### config.mk
export PLATFORM = sky130hd
export DESIGN_NAME = rsm_cell
export DESIGN_NICKNAME = d
export VERILOG_FILES = /design/src/design/rsm_pkg.sv /design/src/design/rsm_cell.sv
export VERILOG_INCLUDE_DIRS = /design/src /design/src/design
export SDC_FILE = /design/constraint.sdc
export NUM_CORES = 2
export LEC_CHECK = 0
export CAP_MARGIN = 10
export CELL_PAD_IN_SITES_DETAIL_PLACEMENT = 1
export CELL_PAD_IN_SITES_GLOBAL_PLACEMENT = 1
export CORE_MARGIN = 8
export CORE_UTILIZATION = 30
export CTS_CLUSTER_SIZE = 14
export DETAILED_ROUTE_END_ITERATION = 8
export DONT_BUFFER_PORTS = 1
export PLACE_DENSITY_LB_ADDON = 0.1
export SETUP_SLACK_MARGIN = 0.3
export SLEW_MARGIN = 30
export SYNTH_ARGS = -nofsm -noshare
export SYNTH_HDL_FRONTEND = slang
export SYNTH_SLANG_ARGS = --single-unit
### constraint.sdc
create_clock -name clk_i -period 20.7 [get_ports clk_i]
set_input_delay 2.07 -clock clk_i [delete_from_list [all_inputs] [get_ports clk_i]]
set_output_delay 2.07 -clock clk_i [all_outputs]
set_load 0.01 [all_outputs]
### src/design/residual_stream_mix_bf16_core_macros.svh
// assertion macros shared by the residual stream mix design
`ifndef RESIDUAL_STREAM_MIX_BF16_CORE_MACROS_SVH
`define RESIDUAL_STREAM_MIX_BF16_CORE_MACROS_SVH
`ifndef SYNTHESIS
`define RSM_ASSERT_SAME(lbl, ante, cons) \
  lbl: assert property (@(posedge clk_i) disable iff (!rst_ni) (ante) |-> (cons)) \
    else $error("rsm assertion failed");
`define RSM_ASSERT_NEXT(lbl, ante, cons) \
  lbl: assert property (@(posedge clk_i) disable iff (!rst_ni) (ante) |=> (cons)) \
    else $error("rsm assertion failed");
`else
`define RSM_ASSERT_SAME(lbl, ante, cons)
`define RSM_ASSERT_NEXT(lbl, ante, cons)
`endif
`endif

### src/design/rsm_pkg.sv
// types, constants and fp32 datapath functions for the residual stream mix
package rsm_pkg;

  localparam logic [31:0] QNAN32 = 32'h7FC0_0000;
  localparam logic [15:0] QNAN16 = 16'h7FC0;
  localparam logic CMD_LOAD = 1'b0;
  localparam logic CMD_MIX  = 1'b1;

  typedef struct packed {
    logic        spec;
    logic [31:0] spec_bits;
    logic        sign;
    logic [47:0] prod;
    logic [9:0]  esum;
  } mul_s1_t;

  typedef struct packed {
    logic               spec;
    logic [31:0]        spec_bits;
    logic               sign;
    logic signed [10:0] expo;
    logic [47:0]        sig;
  } norm_t;

  typedef struct packed {
    logic        spec;
    logic [31:0] spec_bits;
    logic        sign;
    logic        zsign;
    logic        sub;
    logic [7:0]  expo;
    logic [27:0] opa;
    logic [27:0] opb;
  } add_s1_t;

  function automatic logic is_nan(logic [31:0] f);
    return (f[30:23] == 8'hFF) && (f[22:0] != 23'd0);
  endfunction

  function automatic logic is_inf(logic [31:0] f);
    return (f[30:23] == 8'hFF) && (f[22:0] == 23'd0);
  endfunction

  function automatic logic [5:0] lead48(logic [47:0] v);
    logic [5:0] p;
    p = 6'd0;
    for (int i = 0; i < 48; i++) begin
      if (v[i]) p = 6'(i);
    end
    return p;
  endfunction

  function automatic logic [4:0] lead28(logic [27:0] v);
    logic [4:0] p;
    p = 5'd0;
    for (int i = 0; i < 28; i++) begin
      if (v[i]) p = 5'(i);
    end
    return p;
  endfunction

  // unpack, special cases and mantissa product
  function automatic mul_s1_t fmul_s1(logic [31:0] a, logic [31:0] b);
    mul_s1_t    r;
    logic       az;
    logic       bz;
    logic [7:0] ea;
    logic [7:0] eb;
    logic [23:0] ma;
    logic [23:0] mb;
    az = (a[30:0] == 31'd0);
    bz = (b[30:0] == 31'd0);
    r.sign = a[31] ^ b[31];
    r.spec = is_nan(a) | is_nan(b) | is_inf(a) | is_inf(b) | az | bz;
    if (is_nan(a) || is_nan(b) || (is_inf(a) && bz) || (is_inf(b) && az)) begin
      r.spec_bits = QNAN32;
    end else if (is_inf(a) || is_inf(b)) begin
      r.spec_bits = {r.sign, 8'hFF, 23'd0};
    end else begin
      r.spec_bits = {r.sign, 31'd0};
    end
    ea = (a[30:23] == 8'd0) ? 8'd1 : a[30:23];
    eb = (b[30:23] == 8'd0) ? 8'd1 : b[30:23];
    ma = {a[30:23] != 8'd0, a[22:0]};
    mb = {b[30:23] != 8'd0, b[22:0]};
    r.prod = ma * mb;
    r.esum = {2'd0, ea} + {2'd0, eb};
    return r;
  endfunction

  // bring the leading one of the product to the top bit
  function automatic norm_t fmul_s2(mul_s1_t m);
    norm_t      n;
    logic [5:0] l;
    l = lead48(m.prod);
    n.spec = m.spec;
    n.spec_bits = m.spec_bits;
    n.sign = m.sign;
    n.sig = m.prod << (6'd47 - l);
    n.expo = $signed({1'b0, m.esum}) + $signed({5'd0, l}) - 11'sd173;
    return n;
  endfunction

  // gradual underflow, round to nearest even and pack
  function automatic logic [31:0] fround(norm_t n);
    logic [95:0] sh;
    logic [5:0]  amt;
    logic [10:0] base;
    logic [34:0] wide;
    logic [23:0] m;
    logic        g;
    logic        st;
    logic        rnd;
    logic [31:0] res;
    if (n.expo < 11'sd1) begin
      amt  = (n.expo < -11'sd48) ? 6'd49 : 6'(11'sd1 - n.expo);
      base = 11'd0;
    end else begin
      amt  = 6'd0;
      base = 11'(n.expo - 11'sd1);
    end
    sh   = {n.sig, 48'd0} >> amt;
    m    = sh[95:72];
    g    = sh[71];
    st   = |sh[70:0];
    rnd  = g & (st | m[0]);
    wide = {1'b0, base, 23'd0} + 35'(m) + 35'(rnd);
    if (wide[34:23] >= 12'd255) begin
      res = {n.sign, 8'hFF, 23'd0};
    end else begin
      res = {n.sign, wide[30:0]};
    end
    return n.spec ? n.spec_bits : res;
  endfunction

  // order by magnitude and align the smaller operand with sticky
  function automatic add_s1_t fadd_s1(logic [31:0] a, logic [31:0] b);
    add_s1_t     r;
    logic        swp;
    logic [31:0] big;
    logic [31:0] lit;
    logic [7:0]  eb;
    logic [7:0]  es;
    logic [7:0]  d;
    logic [5:0]  amt;
    logic [53:0] al;
    logic [26:0] up;
    swp = (b[30:0] > a[30:0]);
    big = swp ? b : a;
    lit = swp ? a : b;
    r.spec = is_nan(a) | is_nan(b) | is_inf(a) | is_inf(b);
    if (is_nan(a) || is_nan(b) || (is_inf(a) && is_inf(b) && (a[31] != b[31]))) begin
      r.spec_bits = QNAN32;
    end else if (is_inf(a)) begin
      r.spec_bits = a;
    end else begin
      r.spec_bits = b;
    end
    eb  = (big[30:23] == 8'd0) ? 8'd1 : big[30:23];
    es  = (lit[30:23] == 8'd0) ? 8'd1 : lit[30:23];
    d   = eb - es;
    amt = (d > 8'd30) ? 6'd30 : d[5:0];
    al  = {lit[30:23] != 8'd0, lit[22:0], 3'd0, 27'd0} >> amt;
    up  = al[53:27] | {26'd0, |al[26:0]};
    r.sign  = big[31];
    r.zsign = a[31] & b[31];
    r.sub   = a[31] ^ b[31];
    r.expo  = eb;
    r.opa   = {1'b0, big[30:23] != 8'd0, big[22:0], 3'd0};
    r.opb   = {1'b0, up};
    return r;
  endfunction

  // carry a finished word through the adder untouched
  function automatic add_s1_t fadd_pass(logic [31:0] f);
    add_s1_t r;
    r = '0;
    r.spec = 1'b1;
    r.spec_bits = f;
    return r;
  endfunction

  function automatic norm_t fadd_s2(add_s1_t r);
    norm_t       n;
    logic [27:0] s;
    logic [4:0]  l;
    s = r.sub ? (r.opa - r.opb) : (r.opa + r.opb);
    l = lead28(s);
    n.sign = r.sign;
    n.sig  = {s, 20'd0} << (5'd27 - l);
    n.expo = $signed({3'd0, r.expo}) + $signed({6'd0, l}) - 11'sd26;
    if (r.spec) begin
      n.spec = 1'b1;
      n.spec_bits = r.spec_bits;
    end else if (s == 28'd0) begin
      // exact cancellation or two zeros
      n.spec = 1'b1;
      n.spec_bits = {r.zsign, 31'd0};
    end else begin
      n.spec = 1'b0;
      n.spec_bits = 32'd0;
    end
    return n;
  endfunction

  function automatic logic [15:0] bf16_rne(logic [31:0] f);
    logic [31:0] t;
    t = f + 32'h0000_7FFF + {31'd0, f[16]};
    return is_nan(f) ? QNAN16 : t[31:16];
  endfunction

endpackage

### src/design/rsm_cell.sv
// one cell of the mix chain: per-target multiply by a weight and accumulate
`include "residual_stream_mix_bf16_core_macros.svh"
module rsm_cell import rsm_pkg::*; #(
  parameter int NS  = 4,
  parameter int IDX = 0
) (
  input  logic                      clk_i,
  input  logic                      rst_ni,
  input  logic                      valid_i,
  output logic                      ready_o,
  input  logic [NS:0][15:0]         ops_i,
  input  logic [NS-1:0][31:0]       acc_i,
  input  logic [NS-1:0][31:0]       wgt_i,
  output logic                      valid_o,
  input  logic                      ready_i,
  output logic [NS:0][15:0]         ops_o,
  output logic [NS-1:0][31:0]       acc_o,
  output logic                      busy_o
);

  logic [5:0]                 v_q;
  logic [6:0]                 en;
  logic [5:0][NS:0][15:0]     ops_q;
  logic [2:0][NS-1:0][31:0]   acc_q;
  mul_s1_t [NS-1:0]           s1_q;
  norm_t   [NS-1:0]           s2_q;
  logic [NS-1:0][31:0]        s3_q;
  add_s1_t [NS-1:0]           s4_q;
  norm_t   [NS-1:0]           s5_q;
  logic [NS-1:0][31:0]        s6_q;
  add_s1_t [NS-1:0]           s4_d;
  logic [31:0]                op32;

  assign op32 = {ops_i[IDX], 16'd0};

  // a stage moves when it is empty or the one after it moves
  always_comb begin
    en[6] = ready_i;
    for (int k = 5; k >= 0; k--) begin
      en[k] = !v_q[k] | en[k+1];
    end
  end

  // first cell has nothing to accumulate onto
  always_comb begin
    for (int t = 0; t < NS; t++) begin
      s4_d[t] = (IDX == 0) ? fadd_pass(s3_q[t]) : fadd_s1(acc_q[2][t], s3_q[t]);
    end
  end

  always_ff @(posedge clk_i or negedge rst_ni) begin
    if (!rst_ni) begin
      v_q <= '0;
    end else begin
      if (en[0]) v_q[0] <= valid_i;
      for (int k = 1; k < 6; k++) begin
        if (en[k]) v_q[k] <= v_q[k-1];
      end
    end
  end

  always_ff @(posedge clk_i) begin
    if (en[0]) begin
      ops_q[0] <= ops_i;
      acc_q[0] <= acc_i;
      for (int t = 0; t < NS; t++) s1_q[t] <= fmul_s1(op32, wgt_i[t]);
    end
    if (en[1]) begin
      ops_q[1] <= ops_q[0];
      acc_q[1] <= acc_q[0];
      for (int t = 0; t < NS; t++) s2_q[t] <= fmul_s2(s1_q[t]);
    end
    if (en[2]) begin
      ops_q[2] <= ops_q[1];
      acc_q[2] <= acc_q[1];
      for (int t = 0; t < NS; t++) s3_q[t] <= fround(s2_q[t]);
    end
    if (en[3]) begin
      ops_q[3] <= ops_q[2];
      s4_q     <= s4_d;
    end
    if (en[4]) begin
      ops_q[4] <= ops_q[3];
      for (int t = 0; t < NS; t++) s5_q[t] <= fadd_s2(s4_q[t]);
    end
    if (en[5]) begin
      ops_q[5] <= ops_q[4];
      for (int t = 0; t < NS; t++) s6_q[t] <= fround(s5_q[t]);
    end
  end

  assign ready_o = en[0];
  assign valid_o = v_q[5];
  assign ops_o   = ops_q[5];
  assign acc_o   = s6_q;
  assign busy_o  = |v_q;

  `RSM_ASSERT_NEXT(a_cell_out_hold, valid_o && !ready_i, valid_o && $stable(acc_o))
  `RSM_ASSERT_NEXT(a_cell_stage_move, v_q[2] && en[3], v_q[3])
  `RSM_ASSERT_NEXT(a_cell_no_spawn, !valid_i && !busy_o, !busy_o)

endmodule

# Yosys cells after proc, flatten, opt, wreduce, memory -nomap -nowiden
# Index checks and enable logic that the tools add are counted.
# W data, S select, Z words.
[op_classes]
n_addsub = 32
n_mul = 4
magnitude_cmp = 12
eq_ne = 5
shifts = 8
muxes = 169
bitwise = 38
reduce_logical = 70
[ops]
columns = ["op", "n"]
rows = [
  ["$mux W6", 140],
  ["$shr A96 B6 Y96", 4],
  ["$reduce_or A71 Y1", 4],
  ["$mux W31", 8],
  ["$shl A48 B6 Y48", 4],
  ["$logic_not A31 Y1", 5],
  ["$add A34 B24 Y35", 4],
  ["$add A35 B1 Y35", 4],
  ["$mul A8 B24 Y32", 4],
  ["$mux W32", 4],
  ["$logic_not A23 Y1", 5],
  ["$reduce_bool A23 Y1", 5],
  ["$mux W11", 8],
  ["$ge A12 B8 Y1 const B", 4],
  ["$add A10 B6 Y11", 4],
  ["$lt A11 B2 Y1 const B", 4],
  ["$lt A11 B7 Y1 const B", 4],
  ["$sub A11 B2 Y11 const B", 4],
  ["$sub A11 B9 Y11 const B", 4],
  ["$eq A8 B8 Y1 const B", 5],
  ["$logic_not A8 Y1", 5],
  ["$mux W8", 5],
  ["$reduce_bool A8 Y1", 5],
  ["$add A8 B8 Y9", 4],
  ["10 further kinds", 91],
]
[totals]
regBits = 1674
input_bits = 340

# Longest topological paths before layout
[logic_depth]
depth_word = 35
depth_mapped = 28
depth_no_buf = 25

# Least setup slack after synthesis
# Ideal clock, no wire load.
[synth_path]
kind = "input -> register"
startpoint = "input port ready_i"
endpoint = "register ops_q[0] (netlist bit), enable pin"
arrival_time_ps = 14765
slack_ps = 3228
path_stages = 4
path_buffers = 0
path_cell_list = "nor2b_1 -> nand3_1 -> nor2_1 -> nand3_1"
[synth_via]
elab_chain_cells = 6
[synth_rtl]
columns = ["item", "line", "source"]
rows = [
  ["start, declared", "rsm_cell.sv:15", "input logic ready_i,"],
  ["$or A1 B1 Y1 (3 in a row)", "rsm_cell.sv:40", "en[k] = !v_q[k] | en[k+1];"],
  ["net en[3]", "rsm_cell.sv:22", "logic [6:0] en;"],
  ["$or A1 B1 Y1 (3 in a row)", "rsm_cell.sv:40", ""],
  ["net ready_o", "rsm_cell.sv:10", "output logic ready_o,"],
  ["end, declared", "rsm_cell.sv:23", "logic [5:0][NS:0][15:0] ops_q;"],
]
# The timed path passes the listed nets, and every way through them passes these cells.
# A chain may end at the register's enable or synchronous reset.

# Final worst setup path
[layout_path]
startpoint = "input port ops_i[9] (netlist bit)"
endpoint = "register, netlist name s1_q[330]"
[layout_via]
elab_chain_cells = 2
[layout_rtl]
columns = ["item", "line", "source"]
rows = [
  ["start, declared", "rsm_cell.sv:11", "input logic [NS:0][15:0] ops_i,"],
  ["$reduce_bool A8 Y1", "rsm_pkg.sv:84", "ma = {a[30:23] != 8'd0, a[22:0]};"],
  ["$mul A8 B24 Y32", "rsm_pkg.sv:86", "r.prod = ma * mb;"],
]
# No other way between the ends.

==> metrics <==
Die ar.=roughly 0.32 mm2; syn_nets=9534; setup_tns=0 ns; die width=566 um; max cap viols=0; Synth Area in Simple Gates=0.150; HP Class=flop to flop; Post-Synth XOR/XNOR Area=0.0275; gr usage total=0.172; FMAX=approximately 110 MHz; filler cell count=around 33000; area added between synthesis and finish=9.67%; Critical Path Fanout Max=50; Final nets=9271; largest net degree at the start of global routing=101; crit share post-route=0.421; Post-synth EDFFs=around 1400; global-route wire length before repair=430000 um; drt pass-1 iters=5; cts-stage hold buffer count=0; fin. max-slew vios=0; First DRT Iteration DRCs=around 3300; Yosys warnings=0; adder-cell share of the synthesized area=0.162; Setup Buffers After CTS=0; CP Class=primary input to flop; row cnt=roughly 200; Leak Pwr=0.0386 uW; Worst-Skew Late Latency=approximately 0.81 ns; count of endpoints failing setup in the final report=0; H-Tree Depth=4; DR WL/cell=roughly 23 um; initial antenna violation count=28; clock skew=0.0782 ns; IO Pins=between 500 and 600; post-route cell area=0.0994 mm2; drt drc=0; WL final=approximately 280000 um; Port Buffer Count=0; WP data arrival=around 9.2 ns; CTS tree=built; starting density of the core=0.300; multi-input combinational cell area=0.0448 mm2; final hold vios=0; post-CTS sizing=0; final core occ=0.329; Power Dens Cells=155 mW/mm2; commonest non-fill, non-tap cell in the layout=edfxtp_1; Req. time, crit path=approximately 21 ns; clock root buffer=clkbuf_16; total number of vias=62412; Final HPWL DP=210000 um; grt ovf=0; main combinational cell family by area after synthesis=adder cells; post-synthesis mux area share=0.0402; worst vdd ir=0.0636 mV; Via density=5.12; crit path max-delay cell type=o41ai_1; Die Ht=between 500 and 600 um; clk sink count=about 1400; hold slack=0.396 ns; asr flop ratio synth=0.00437; Critical Path Sink Type=flop; crit path time final=8.71 ns; cts bufs inserted=about 160; CP cell instances=nor4_1 -> nand2_4 -> buf_4 -> buf_4 -> nand2_1 -> fa_1 -> fa_1 -> fa_1 -> fa_1 -> inv_1 -> ha_1 -> or2_2 -> o41ai_1 -> o211ai_1 -> o41ai_1 -> o211ai_1 -> nand2_1 -> o2111ai_1 -> a41oi_1 -> nor2b_1 -> o21ai_0 -> nand2_1 -> xor2_1; core area=0.302 mm2; Reg clk slew, reported paths=about 0.060 ns; register area=0.0412 mm2; Worst Tran Pin Value=0.968 ns; #FFs+latches synth=1374; routability cong.=0.836; status=completed; complex-gate fraction of the synthesized area=0.112; Worst path max stage delay=around 0.59 ns; Unique masters post-synth=115; Clock Tree Buf Depth=4; post-route ant nets=0; Startpoint Class=primary input; synthesized area per cell=between 10 and 15 um2; CP most frequent cell=fa_1; Syn Inst Count=8342; Cell Area, Placed=0.0943 mm2; total power=15400 uW; Seq/Total Area, Yosys=0.455; layout cells sized above 1=0.0622; unrepaired setup endpoints after global routing=no; dominant synthesized flop cell=edfxtp_1; vias in the first global route=66795; commonest cells after routing, fill and taps aside=edfxtp_1 (1368), nand2_1 (923), inv_1 (645); Slew headroom=0.346; Post-Syn Area=0.0906 mm2
==> report_power, final <==
| part | total (uW) | switching (uW) | internal [uW] |
|---|---|---|---|
| combinational | 7440 | 4560 | 2880 |
| clock | 2730 | 1130 | 1600 |
| sequential | 5230 | 753 | 4470 |
==> per-stage QoR <==
| stage | std cells | worst slack [ns] |
|---|---|---|
| after global placement | 11887 | 11.26 |
| after global routing | 12175 | 11.46 |
| after CTS | 12170 | 11.94 |
| final | 12181 | 11.99 |
| after detailed placement | 11889 | 11.12 |
| after floorplan | 8342 | 3.23 |
==> worst paths after layout <==
| check | slack (ns) | depth (start not counted) | from | endpoint |
|---|---|---|---|---|
| setup / recovery | 11.99 | 23 | ops_i[9] | s1_q[330]$_DFFE_PP_ |
| hold / removal | 0.40 | 0 | s3_q[57]$_DFFE_PP_ | s4_q[192]$_DFFE_PP_ |
| setup reg to reg | 12.59 | 20 | s2_q[142]$_DFFE_PP_ | s3_q[32]$_SDFFCE_PP0P_ |
| hold reg to reg | 0.40 | 0 | s3_q[57]$_DFFE_PP_ | s4_q[192]$_DFFE_PP_ |
| max in group asynchronous | 19.68 | 0 | rst_ni | v_q[3]$_DFFE_PN0P_ |
| min in group asynchronous | 0.95 | 0 | rst_ni | v_q[2]$_DFFE_PN0P_ |
==> sequential cells by signal, indices dropped and copies added (netlist names) <==
register  count
s5_q        128
s3_q        128
acc_o       128
s4_q        128
ops_o        80
v_q           6
s1_q        184
s2_q        192
ops_q       400
==> synth_stat cells (all sizes together) (29+ instances only) <==
cell type	n	area share
nand2b	45	0.0032
inv	650	0.027
or3	37	0.0026
nor2b	54	0.0037
nand2	928	0.038
mux2i	300	0.033
o21ai	263	0.015
a21o	57	0.0047
a2111oi	29	0.0030
o22ai	41	0.0030
xor2	97	0.0094
nor3	188	0.011
nor4	105	0.0081
mux2	51	0.0063
o211ai	114	0.0096
fa	536	0.12
nand3	233	0.013
and3	63	0.0043
o21bai	33	0.0027
and2	388	0.027
xnor2	188	0.018
a31oi	66	0.0047
a211oi	103	0.0085
edfxtp	1368	0.45
a21oi	383	0.021
nor2	561	0.023
ha	316	0.044
nand4	72	0.0050
o21a	51	0.0042
clkbuf	327	0.014
buf	207	0.013
o31ai	45	0.0039
==> logic make-up (layout without fill, tap and decap cells) <==
family	after synthesis	in the layout
AOI/OAI and AO/OA	1493	1493
xor gates and xnor gates	285	285
adders and majority gates	852	852
buffers and inverters	1190	1043
DFF	1374	1374
muxes	354	354
other	0	8
and+or+nand+nor	2794	2794
==> worst max-delay path, delay by kind of cell <==
| family | cells | cell delay [ns] |
|---|---|---|
| compound gates | 7 | 2.33 |
| fa+ha+maj | 5 | 2.06 |
| simple gates | 7 | 1.65 |
| buf+inv | 3 | 0.81 |
| xor+xnor | 1 | 0.15 |
==> cell type report <==
cell class                      count  share of cell area
Multi-Input combinational cell   5778               0.451
Sequential cell                  1374               0.415
Tap cell                         3978              0.0501
Clock buffer                      192              0.0421
Inverter                          656              0.0249
Timing Repair Buffer              106             0.00861
Clock inverter                     89             0.00838
Antenna cell                        8            0.000201
==> layer usage <==
layer | vias to the layer above | part of all wire | GRT usage
met5 | - | 0.00016 | 0
met4 | 6 | 0.016 | 0.0354
met3 | 293 | 0.059 | 0.0368
met2 | 1193 | 0.45 | 0.275
met1 | 31788 | 0.48 | 0.242
li1 | 29132 | - | -
Note: power is estimated with default switching activity, not from simulation.
